===== src/rtl/sri_pkg.sv =====
// Shared types and constants for the stepped ramp interpolator.
// Holds the sequencer state type, the per-lane control bundle and field layout.
// No dependencies.
`default_nettype none

package sri_pkg;

    // Field layout of the stream beats
    localparam int MAX_LANES      = 4;
    localparam int FIELD_BITS     = 32;
    localparam int STEP_BITS      = 16;
    localparam int STEPS_LSB      = MAX_LANES * FIELD_BITS;
    localparam int TDATA_BITS     = STEPS_LSB + STEP_BITS;

    // Defaults for the top level parameters
    localparam int DEF_LANES      = 4;
    localparam int DEF_VALUE_BITS = 32;

    // Operation codes carried in tuser
    localparam logic OP_SET  = 1'b0;
    localparam logic OP_TICK = 1'b1;

    typedef enum logic [1:0] {
        ST_IDLE,
        ST_DIVIDE,
        ST_EMIT
    } sri_state_t;

    // Per-lane commands from the sequencer
    typedef struct packed {
        logic load;    // latch a new target
        logic snap;    // value takes the target
        logic start;   // begin one ramp step division
    } sri_lane_ctrl_t;

endpackage

`default_nettype wire


===== src/rtl/stepped_ramp_interpolator.sv =====
// Stepped ramp interpolator, top level: sequencer, lanes and output merge.
// Set, or tick with zero count, passes from accept through the emit state to the
// output register; tick with nonzero count first waits in the divide state for the
// bit-serial divider in each lane. One item in flight, so no new beat is accepted
// until the result of the last one is in the output register, and m_tready low
// can stall it in the emit state. Reset clears values, targets and count.
`default_nettype none

module stepped_ramp_interpolator #(
    parameter int LANES      = sri_pkg::DEF_LANES,
    parameter int VALUE_BITS = sri_pkg::DEF_VALUE_BITS
) (
    input  wire logic                              clk,
    input  wire logic                              rst_n,
    input  wire logic                              s_tvalid,
    output logic                                   s_tready,
    // target_x, target_y, target_z, target_w, ramp_steps
    input  wire logic [sri_pkg::TDATA_BITS-1:0]    s_tdata,
    // operation
    input  wire logic                              s_tuser,
    output logic                                   m_tvalid,
    input  wire logic                              m_tready,
    // value_x, value_y, value_z, value_w, steps_left
    output logic [sri_pkg::TDATA_BITS-1:0]         m_tdata
);

    import sri_pkg::*;

    sri_state_t               state_reg, state_next;
    logic [STEP_BITS-1:0]     count_reg, count_next;
    logic                     m_tvalid_reg, m_tvalid_next;
    logic [TDATA_BITS-1:0]    m_tdata_reg, m_tdata_next;
    logic                     accept;
    logic                     emit;
    logic                     div_done;
    logic [STEP_BITS-1:0]     steps_in;
    sri_lane_ctrl_t           lane_ctrl;
    logic [LANES-1:0]         done_vec;
    logic [TDATA_BITS-1:0]    merged;

    assign steps_in = s_tdata[STEPS_LSB +: STEP_BITS];
    assign accept   = s_tvalid && s_tready;
    assign div_done = done_vec[0];

    // Next state
    always_comb
    begin
        state_next = state_reg;
        unique case (state_reg)
            ST_IDLE:
                if (accept)
                    state_next = (s_tuser == OP_TICK && count_reg != '0) ? ST_DIVIDE : ST_EMIT;
            ST_DIVIDE:
                if (div_done)
                    state_next = ST_EMIT;
            ST_EMIT:
                if (emit)
                    state_next = ST_IDLE;
            default:
                state_next = ST_IDLE;
        endcase
    end

    // Sequencer outputs
    always_comb
    begin
        s_tready        = (state_reg == ST_IDLE);
        emit            = (state_reg == ST_EMIT) && (!m_tvalid_reg || m_tready);
        lane_ctrl.load  = accept && (s_tuser == OP_SET);
        lane_ctrl.snap  = accept && ((s_tuser == OP_SET && steps_in == '0) ||
                                     (s_tuser == OP_TICK && count_reg == '0));
        lane_ctrl.start = accept && (s_tuser == OP_TICK) && (count_reg != '0);
    end

    // Step count
    always_comb
    begin
        count_next = count_reg;
        if (lane_ctrl.load)
            count_next = steps_in;
        else if (div_done)
            count_next = count_reg - STEP_BITS'(1);
    end

    // Lanes
    generate
        for (genvar i = 0; i < MAX_LANES; i++)
        begin : g_lane
            if (i < LANES)
            begin : g_on
                logic signed [FIELD_BITS-1:0] lane_out;
                sri_lane #(
                    .VALUE_BITS (VALUE_BITS)
                ) u_lane (
                    .clk       (clk),
                    .rst_n     (rst_n),
                    .ctrl      (lane_ctrl),
                    .target_in (s_tdata[i*FIELD_BITS +: FIELD_BITS]),
                    .steps     (count_reg),
                    .done      (done_vec[i]),
                    .value_out (lane_out)
                );
                assign merged[i*FIELD_BITS +: FIELD_BITS] = lane_out;
            end
            else
            begin : g_off
                assign merged[i*FIELD_BITS +: FIELD_BITS] = '0;
            end
        end
    endgenerate

    assign merged[STEPS_LSB +: STEP_BITS] = count_reg;

    // Output register
    always_comb
    begin
        m_tvalid_next = m_tvalid_reg;
        m_tdata_next  = m_tdata_reg;
        if (emit)
        begin
            m_tvalid_next = 1'b1;
            m_tdata_next  = merged;
        end
        else if (m_tready)
            m_tvalid_next = 1'b0;
    end

    always_ff @(posedge clk or negedge rst_n)
    begin
        if (!rst_n)
        begin
            state_reg    <= ST_IDLE;
            count_reg    <= '0;
            m_tvalid_reg <= 1'b0;
        end
        else
        begin
            state_reg    <= state_next;
            count_reg    <= count_next;
            m_tvalid_reg <= m_tvalid_next;
        end
    end

    always_ff @(posedge clk)
    begin
        m_tdata_reg <= m_tdata_next;
    end

    assign m_tvalid = m_tvalid_reg;
    assign m_tdata  = m_tdata_reg;

    // Checks
    a_lanes_in_step: assert property (@(posedge clk) disable iff (!rst_n)
        done_vec == {LANES{done_vec[0]}})
        else $error("lanes finished out of step");

    a_start_nonzero: assert property (@(posedge clk) disable iff (!rst_n)
        lane_ctrl.start |-> count_reg != '0)
        else $error("division started with zero count");

    a_done_in_divide: assert property (@(posedge clk) disable iff (!rst_n)
        div_done |-> state_reg == ST_DIVIDE)
        else $error("division finished outside divide state");

    a_count_drop: assert property (@(posedge clk) disable iff (!rst_n)
        div_done |=> count_reg == $past(count_reg) - STEP_BITS'(1))
        else $error("count not lowered after a ramp step");

    a_emit_source: assert property (@(posedge clk) disable iff (!rst_n)
        $rose(m_tvalid_reg) |-> $past(state_reg == ST_EMIT))
        else $error("output loaded outside emit state");

endmodule

`default_nettype wire


===== src/rtl/sri_div.sv =====
// Iterative restoring divider, one quotient bit per cycle.
// Unsigned dividend over a nonzero unsigned divisor; uses no package.
`default_nettype none

module sri_div #(
    parameter int DIVIDEND_BITS = 33,
    parameter int DIVISOR_BITS  = 16
) (
    input  wire logic                     clk,
    input  wire logic                     rst_n,
    input  wire logic                     start,
    input  wire logic [DIVIDEND_BITS-1:0] dividend,
    input  wire logic [DIVISOR_BITS-1:0]  divisor,
    output logic                          done,
    output logic [DIVIDEND_BITS-1:0]      quotient
);

    localparam int CW = $clog2(DIVIDEND_BITS + 1);

    logic                     busy_reg, busy_next;
    logic                     done_reg, done_next;
    logic [CW-1:0]            cnt_reg, cnt_next;
    logic [DIVISOR_BITS:0]    rem_reg, rem_next;
    logic [DIVIDEND_BITS-1:0] quo_reg, quo_next;
    logic [DIVISOR_BITS-1:0]  dsr_reg, dsr_next;
    logic [DIVISOR_BITS:0]    shifted;
    logic                     fits;

    // Load on start, else one restoring step while busy
    always_comb
    begin
        shifted   = {rem_reg[DIVISOR_BITS-1:0], quo_reg[DIVIDEND_BITS-1]};
        fits      = shifted >= {1'b0, dsr_reg};
        busy_next = busy_reg;
        done_next = 1'b0;
        cnt_next  = cnt_reg;
        rem_next  = rem_reg;
        quo_next  = quo_reg;
        dsr_next  = dsr_reg;
        if (start)
        begin
            busy_next = 1'b1;
            cnt_next  = CW'(DIVIDEND_BITS);
            rem_next  = '0;
            quo_next  = dividend;
            dsr_next  = divisor;
        end
        else if (busy_reg)
        begin
            rem_next = fits ? (shifted - {1'b0, dsr_reg}) : shifted;
            quo_next = {quo_reg[DIVIDEND_BITS-2:0], fits};
            cnt_next = cnt_reg - CW'(1);
            if (cnt_reg == CW'(1))
            begin
                busy_next = 1'b0;
                done_next = 1'b1;
            end
        end
    end

    // Control state
    always_ff @(posedge clk or negedge rst_n)
    begin
        if (!rst_n)
        begin
            busy_reg <= 1'b0;
            done_reg <= 1'b0;
            cnt_reg  <= '0;
        end
        else
        begin
            busy_reg <= busy_next;
            done_reg <= done_next;
            cnt_reg  <= cnt_next;
        end
    end

    // Datapath
    always_ff @(posedge clk)
    begin
        rem_reg <= rem_next;
        quo_reg <= quo_next;
        dsr_reg <= dsr_next;
    end

    assign done     = done_reg;
    assign quotient = quo_reg;

endmodule

`default_nettype wire


===== src/rtl/sri_lane.sv =====
// One ramp lane: value and target registers, signed step through a shared-shape
// divider, target clamping and 32-bit output saturation. Uses sri_pkg, sri_div.
`default_nettype none

module sri_lane #(
    parameter int VALUE_BITS = 32
) (
    input  wire logic                                  clk,
    input  wire logic                                  rst_n,
    input  wire sri_pkg::sri_lane_ctrl_t               ctrl,
    input  wire logic signed [sri_pkg::FIELD_BITS-1:0] target_in,
    input  wire logic        [sri_pkg::STEP_BITS-1:0]  steps,
    output logic                                       done,
    output logic signed [sri_pkg::FIELD_BITS-1:0]      value_out
);

    import sri_pkg::*;

    localparam int DW = VALUE_BITS + 1;

    logic signed [VALUE_BITS-1:0] value_reg, value_next;
    logic signed [VALUE_BITS-1:0] target_reg, target_next;
    logic                         neg_reg, neg_next;
    logic signed [VALUE_BITS-1:0] tgt_clamped;
    logic signed [DW-1:0]         diff;
    logic        [DW-1:0]         mag;
    logic        [DW-1:0]         quo;
    logic signed [DW-1:0]         step;
    logic                         div_done;

    // Target brought into the held width
    generate
        if (VALUE_BITS >= FIELD_BITS)
        begin : g_tgt_wide
            assign tgt_clamped = VALUE_BITS'(target_in);
        end
        else
        begin : g_tgt_narrow
            localparam logic signed [FIELD_BITS-1:0] VMAX =
                FIELD_BITS'((64'sd1 <<< (VALUE_BITS - 1)) - 64'sd1);
            localparam logic signed [FIELD_BITS-1:0] VMIN =
                FIELD_BITS'(-(64'sd1 <<< (VALUE_BITS - 1)));
            always_comb
            begin
                priority if (target_in > VMAX)
                    tgt_clamped = VALUE_BITS'(VMAX);
                else if (target_in < VMIN)
                    tgt_clamped = VALUE_BITS'(VMIN);
                else
                    tgt_clamped = VALUE_BITS'(target_in);
            end
        end
    endgenerate

    // Distance to target as sign and magnitude
    assign diff = {target_reg[VALUE_BITS-1], target_reg} - {value_reg[VALUE_BITS-1], value_reg};
    assign mag  = diff[DW-1] ? DW'(-diff) : DW'(diff);

    sri_div #(
        .DIVIDEND_BITS (DW),
        .DIVISOR_BITS  (STEP_BITS)
    ) u_div (
        .clk      (clk),
        .rst_n    (rst_n),
        .start    (ctrl.start),
        .dividend (mag),
        .divisor  (steps),
        .done     (div_done),
        .quotient (quo)
    );

    // Quotient truncated toward zero; sum stays between value and target
    assign step = neg_reg ? -$signed(quo) : $signed(quo);

    always_comb
    begin
        value_next  = value_reg;
        target_next = target_reg;
        neg_next    = neg_reg;
        if (ctrl.load)
            target_next = tgt_clamped;
        if (ctrl.start)
            neg_next = diff[DW-1];
        priority if (ctrl.snap && ctrl.load)
            value_next = tgt_clamped;
        else if (ctrl.snap)
            value_next = target_reg;
        else if (div_done)
            value_next = VALUE_BITS'({value_reg[VALUE_BITS-1], value_reg} + step);
        else
            value_next = value_reg;
    end

    always_ff @(posedge clk or negedge rst_n)
    begin
        if (!rst_n)
        begin
            value_reg  <= '0;
            target_reg <= '0;
            neg_reg    <= 1'b0;
        end
        else
        begin
            value_reg  <= value_next;
            target_reg <= target_next;
            neg_reg    <= neg_next;
        end
    end

    // Output field saturates to 32 bits
    generate
        if (VALUE_BITS > FIELD_BITS)
        begin : g_out_wide
            localparam logic signed [VALUE_BITS-1:0] OMAX = VALUE_BITS'(64'sd2147483647);
            localparam logic signed [VALUE_BITS-1:0] OMIN = VALUE_BITS'(-64'sd2147483648);
            always_comb
            begin
                priority if (value_reg > OMAX)
                    value_out = FIELD_BITS'(OMAX);
                else if (value_reg < OMIN)
                    value_out = FIELD_BITS'(OMIN);
                else
                    value_out = FIELD_BITS'(value_reg);
            end
        end
        else
        begin : g_out_narrow
            assign value_out = FIELD_BITS'(value_reg);
        end
    endgenerate

    assign done = div_done;

endmodule

`default_nettype wire


===== config.mk =====
export PLATFORM = sky130hd
export DESIGN_NAME = stepped_ramp_interpolator
export DESIGN_NICKNAME = d
export VERILOG_FILES = /design/src/rtl/sri_pkg.sv /design/src/rtl/stepped_ramp_interpolator.sv /design/src/rtl/sri_div.sv /design/src/rtl/sri_lane.sv
export SDC_FILE = /design/constraint.sdc
export NUM_CORES = 2
export LEC_CHECK = 0
export ABC_AREA = 1
export ABC_CLOCK_PERIOD_IN_PS = 14200
export BUFFER_PORTS_ARGS = -buffer_cell sky130_fd_sc_hd__buf_4
export CAP_MARGIN = 20
export CORE_ASPECT_RATIO = 2
export CORE_UTILIZATION = 31
export DETAILED_ROUTE_END_ITERATION = 10
export GPL_TIMING_DRIVEN = 0
export HOLD_SLACK_MARGIN = 0.05
export PLACE_DENSITY_LB_ADDON = 0.3
export SETUP_SLACK_MARGIN = 0.02
export SLEW_MARGIN = 30
export SYNTH_ARGS = -nofsm -noshare
export SYNTH_HDL_FRONTEND = slang
export SYNTH_SLANG_ARGS = --single-unit

===== constraint.sdc =====
create_clock -name clk -period 14.2 [get_ports clk]
set_input_delay 0.71 -clock clk [delete_from_list [all_inputs] [get_ports clk]]
set_output_delay 0.71 -clock clk [all_outputs]
set_load 0.01 [all_outputs]

Word-level counts from Yosys, hierarchy flattened
Cells that the tools add are included.
{"block": "totals", "reg_bits": 667, "in_bits": 149, "output_inout_bits": 146, "wordCells": 177}
{"block": "op_classes", "addsub": 25, "magnitude_cmp": 4, "eq_ne": 9, "mux": 73, "bitwise_logic": 1, "n_reduce_logical": 28}
{"op": "two-way mux 32 bit", "count": 16}
{"op": "two-way mux 33 bit", "count": 12}
{"op": "negation 33 bit", "count": 4}
{"op": "subtractor 32 x 32 -> 33 bit", "count": 4}
{"op": "adder 32 bit", "count": 4}
{"op": "negation 32 bit", "count": 4}
{"op": "two-way mux 16 bit", "count": 6}
{"op": ">= comparator 17 x 16 -> 1 bit", "count": 4}
{"op": "subtractor 16 bit", "count": 4}
{"op": "two-way mux 6 bit", "count": 8}
{"op": "zero test 16 bit", "count": 2}
{"op": "two-way mux 1 bit", "count": 26}
{"op": "== test 6 x 1 -> 1 bit, second input constant", "count": 4}
{"op": "subtractor 6 x 1 -> 6 bit, second input constant", "count": 4}
{"op": "nonzero test 16 bit", "count": 1}
{"op": "subtractor 16 x 1 -> 16 bit, second input constant", "count": 1}
{"op": "nonzero test 2 bit", "count": 6}
{"op": "nonzero test 3 bit", "count": 4}
{"op": "logical AND 1 bit", "count": 10}
{"op": "two-way mux 2 bit", "count": 4}
{"op": "one-hot mux 2 bit (3 select lines)", "count": 1}
{"op": "inequality test 2 x 1 -> 1 bit, second input constant", "count": 2}
{"op": "AND reduction 3 bit", "count": 1}
{"op": "== test 2 x 1 -> 1 bit, second input constant", "count": 1}
{"op": "other kinds (6)", "count": 7}

Depth between registers and ports, before layout
{"block": "depth", "word_depth": 6, "ltp_mapped": 26}

Hierarchy
Synthesis repeated with hierarchy kept, for this count alone.
{"block": "hier_totals", "cells_unflattened": 8515, "hier_area_um2": 57310.0}
{"mod": "sri_lane at g_lane[0].g_on.u_lane ...", "instances": 3, "cells_per_inst": 1518, "area_per_inst_um2": 8755.9, "seq_area_each_um2": 1626.6}
{"mod": "sri_div at g_lane[1].g_on.u_lane.u_div ...", "instances": 3, "cells_per_inst": 521, "area_per_inst_um2": 4100.2, "seq_area_each_um2": 1991.9}
{"mod": "sri_lane at g_lane[3].g_on.u_lane", "instances": 1, "cells_per_inst": 1508, "area_per_inst_um2": 8834.7, "seq_area_each_um2": 1626.6}
{"mod": "stepped_ramp_interpolator", "instances": 1, "cells_per_inst": 370, "area_per_inst_um2": 5739.3, "seq_area_each_um2": 4799.6}
{"mod": "sri_div at g_lane[0].g_on.u_lane.u_div", "instances": 1, "cells_per_inst": 520, "area_per_inst_um2": 4167.7, "seq_area_each_um2": 1991.9}

Least setup slack after synthesis
OpenSTA, ideal clock, no wires.
{"block": "synth_path", "kind": "input -> register", "startpoint": "input m_tready", "endpoint": "register m_tdata_reg[0], in the netlist m_tdata[0], enable pin", "t_arrival_ns": 6.708, "required_ns": 13.548, "path_slack_ns": 6.840, "stages": 2, "n_path_buf": 0, "cell_sequence": "nor2_1 > nor2_1"}
{"block": "synth_between", "elab_chain_cells": 2}
{"item": "start, declared", "line": "stepped_ramp_interpolator.sv:22", "rtl": "input wire logic m_tready,"}
{"item": "logical OR 1 bit", "line": "stepped_ramp_interpolator.sv:68", "rtl": "emit = (state_reg == ST_EMIT) && (!m_tvalid_reg || m_tready);"}
{"item": "logical AND 1 bit", "line": "stepped_ramp_interpolator.sv:68"}
{"item": "net emit", "line": "stepped_ramp_interpolator.sv:34", "rtl": "logic emit;"}
{"item": "end signal, assigned", "line": "stepped_ramp_interpolator.sv:146", "rtl": "m_tdata_reg <= m_tdata_next;"}
{"item": "end, declared", "line": "stepped_ramp_interpolator.sv:32", "rtl": "logic [TDATA_BITS-1:0] m_tdata_reg, m_tdata_next;"}
The timed path passes the listed nets, and every way through them passes these cells.
A chain may end at the register's enable or synchronous reset.

Worst setup path after layout
{"block": "layout_path", "startpoint": "register g_lane[0].g_on.u_lane.neg_reg", "endpoint": "register g_lane[0].g_on.u_lane.value_reg[17]"}
{"block": "layout_between", "elab_chain_cells": 5}
{"item": "start, declared", "line": "sri_lane.sv:23", "rtl": "logic neg_reg, neg_next;"}
{"item": "start signal, assigned", "line": "sri_lane.sv:106", "rtl": "neg_reg <= neg_next;"}
{"item": "two-way mux 32 bit", "line": "sri_lane.sv:73", "rtl": "assign step = neg_reg ? -$signed(quo) : $signed(quo);"}
{"item": "adder 32 bit", "line": "sri_lane.sv:89", "rtl": "value_next = VALUE_BITS'({value_reg[VALUE_BITS-1], value_reg} + step);"}
{"item": "two-way mux 32 bit", "line": "sri_lane.sv:88", "rtl": "else if (div_done)"}
{"item": "two-way mux 32 bit", "line": "sri_lane.sv:86", "rtl": "else if (ctrl.snap)"}
{"item": "two-way mux 32 bit", "line": "sri_lane.sv:84", "rtl": "priority if (ctrl.snap && ctrl.load)"}
{"item": "end signal, assigned", "line": "sri_lane.sv:104", "rtl": "value_reg <= value_next;"}
{"item": "end, declared", "line": "sri_lane.sv:21", "rtl": "logic signed [VALUE_BITS-1:0] value_reg, value_next;"}
Every way passes these cells. The select of a mux whose other input is x is not followed.

==> key figures <==
Worst setup path
  – Critical Path AT: 5.44 ns
  – CP endpoint kind: flop
  – Worst setup SP type: flop
  – Worst path cell trace: clkbuf_1 -> inv_1 -> clkbuf_1 -> nor2_1 -> xor2_1 -> ha_1 -> nand2_1 -> nor3_1 -> nor2_1 -> o21ai_0 -> nand2_1 -> nand2_1 -> a21oi_1 -> xor2_1 -> nand2_1 -> nand3_1 -> nand2_1 -> nand2_1
  – Slowest CP cell: o21ai_0
  – Most frequent CP cell: nand2_1
  – Worst Path Buf+Inv: 3
  – Top delay family on crit path: simple AND/OR/NAND/NOR gates
  – CP Data Required Time: 14.86 ns
  – Maximum fanout along the worst path: 10
  – Crit-path max cell delay: around 0.58 ns
  – Crit Path Category: reg2reg

Floorplan
  – CORE AREA: 0.174 mm2
  – Die area: 0.177 mm2
  – Die Wd: 298 um
  – Die height: 594 um
  – Initial cell density of the core: 31.3%
  – Row count: 216
  – Num ports: approximately 300

Global routing
  – Vias in the first global route: 56078
  – Total GRT Usage: 29.8%
  – Gr ovfl total: 0
  – First-pass GRT wire length: between 300000 and 400000 um
  – Largest net degree at the start of global routing: 77
  – Initial antenna violation count: 16

Run
  – MaxCap Viol Count: 0

Synth
  – Largest area contributor in the netlist: nand2_1
  – Commonest cells in the netlist: 2422 x nand2_1, 1084 x inv_1, 646 x nor2_1
  – Cells after synthesis: 7883
  – Share of the synthesized area in the top cell type: around 17%
  – Asr flop ratio synth: 46.6%
  – EDFF count, synth: 292
  – Count of different cell masters after synthesis: a little under 70
  – Yosys reg bits: 667
  – Synth top area cells: nand2_1 17%, edfxtp_1 16%, dfrtp_1 14%
  – Most common cell in the netlist: nand2_1
  – YS warnings: 0
  – Seq/Total Area, Yosys: 32.8%
  – Mean area per synthesized cell: 6.89 um2
  – Mapped Nets: 8397
  – Top_reg_cell synth: dfrtp_1
  – Post-synthesis cell area: roughly 0.054 mm2

Routing
  – ANT nets after route: 0
  – Wire per inst: about 25 um
  – DRT iter0 DRCs: ~5100
  – DRC Markers: 0
  – First-pass detailed-route iteration total: 8
  – Vias/cell: ~5.4
  – Via count: around 57000
  – WL final: 270000 um

Timing
  – Setup Viol. Count Final: 0
  – Worst-margin pin slew: 1.13 ns
  – Relative slew slack: 24.1%
  – Post-layout min period: 4.79 ns
  – Clock skew: around 0.043 ns
  – Setup_tns: 0 ns
  – Ratio of final minimum period to clock period: 33.7%
  – RSZ-0062 raised after global routing: false
  – Fmax: 0.209 GHz
  – Final Hold Vio Count: 0
  – Max-slew violation count: 0

Clock tree
  – Max clock buf depth: 3
  – H-tree lvl count: 3
  – Reg clk slew, reported paths: 0.07 ns
  – Root Buffer: clkbuf_16
  – CTS Sinks: 667
  – CTS resizes: 0
  – Inserted Clock Buffers: between 70 and 80
  – TritonCTS clock tree: built
  – Clock latency on the worst-skew pair: approximately 0.73 ns

Placed design
  – Detailed placer's ending HPWL: roughly 220000 um
  – GP Congestion: 1.02
  – PortBufs: slightly below 300

Run status
  – Outcome: completed

Cells and area
  – Fillcell total: 18907
  – Total Nets Final: between 8000 and 9000
  – Fraction of layout cells with a size suffix above 1: just over 8%
  – Syn-to-layout area delta: 14.8%
  – Max reg flops: 144

Hold path
  – Hold crit path type: in2reg
tightest hold or removal path, stage by stage:
cell	delay, ns
buf_4	0.08
nand2_1	0.04
nand2_1	0.05
worst paths after layout:
kind,cells past startpoint,end,slack (ns),from
setup reg to reg,18,g_lane[0].g_on.u_lane.value_out[17],9.41,g_lane[0].g_on.u_lane.neg_reg
setup / recovery,18,g_lane[0].g_on.u_lane.value_out[17],9.41,g_lane[0].g_on.u_lane.neg_reg
min in group asynchronous,2,g_lane[0].g_on.u_lane.target_reg[6],0.47,rst_n
hold / removal,3,g_lane[3].g_on.u_lane.target_reg[5],0.19,s_tdata[101]
max in group asynchronous,5,g_lane[2].g_on.u_lane.u_div.cnt_reg[2],12.19,rst_n
hold reg to reg,2,g_lane[0].g_on.u_lane.u_div.rem_reg[11],0.48,g_lane[0].g_on.u_lane.u_div.rem_reg[11]
routing by layer:
layer / GRT usage (%) / share of wire (%) / vias up
met4: 29.5 / 12 / 6
met3: 4.68 / 6.9 / 900
li1: - / - / 26583
met5: 0 / 0.016 / -
met2: 51.2 / 48 / 2662
met1: 30.1 / 34 / 26845
cells by family after synthesis:
logic type               Yosys count  share of synthesized area [%]
adder cells (fa/ha/maj)          365                           8.58
AND/OR/NAND/NOR                 3919                           30.2
XOR/XNOR                         344                           5.55
AO/OA/AOI/OAI                   1290                           13.6
buffers and inverters           1298                           9.29
flip-flops                       667                           32.8
final cells by class:
class | count | area (um2) | area share, %
clock buffer | 90 | 1950 | 3.13
sequential | 667 | 17800 | 28.6
tap | 2289 | 2860 | 4.60
buffer | 186 | 901 | 1.45
clock inverter | 46 | 462 | 0.741
inverter | 1112 | 4180 | 6.70
multi-input combinational | 5918 | 31400 | 50.5
antenna | 9 | 22.5 | 0.0361
timing repair buffer | 312 | 2650 | 4.26
what timing repair did:
item / 4_1_cts / 5_1_grt
hold buffers: 1 / 0
buffers inserted: 0 / 0
hold endpoints to repair: 29 / 0
cell usage in the layout (no fill, tap or decap), types with 122 or more instances in the layout:
master    count
o21ai_0     428
dfrtp_1     311
nor2_1      645
xor2_1      222
a21oi_1     467
xnor2_1     122
buf_4       302
ha_1        353
inv_1      1084
nand2_1    2419
nand3_1     478
edfxtp_1    292
through the flow:
| stage | setup slack (ns) | hold slack [ns] | cells | util [%] | instance area (um2) |
|---|---|---|---|---|---|
| CTS | 9.63 | 0.173 | 10620 | 35.9 | 62300 |
| finish | 9.41 | 0.187 | 10629 | 35.9 | 62300 |
| global route | 9.11 | 0.200 | 10621 | 35.9 | 62300 |
| global placement | 2.10 | 0.449 | 10466 | 34.2 | 59400 |
| floorplan | 6.84 | 0.414 | 7883 | - | 54300 |
| detailed placement | 9.66 | 0.461 | 10483 | 34.5 | 59900 |
Power is not shown: default switching activity piles up to over one toggle a cycle in this logic, so the estimate is an artifact.
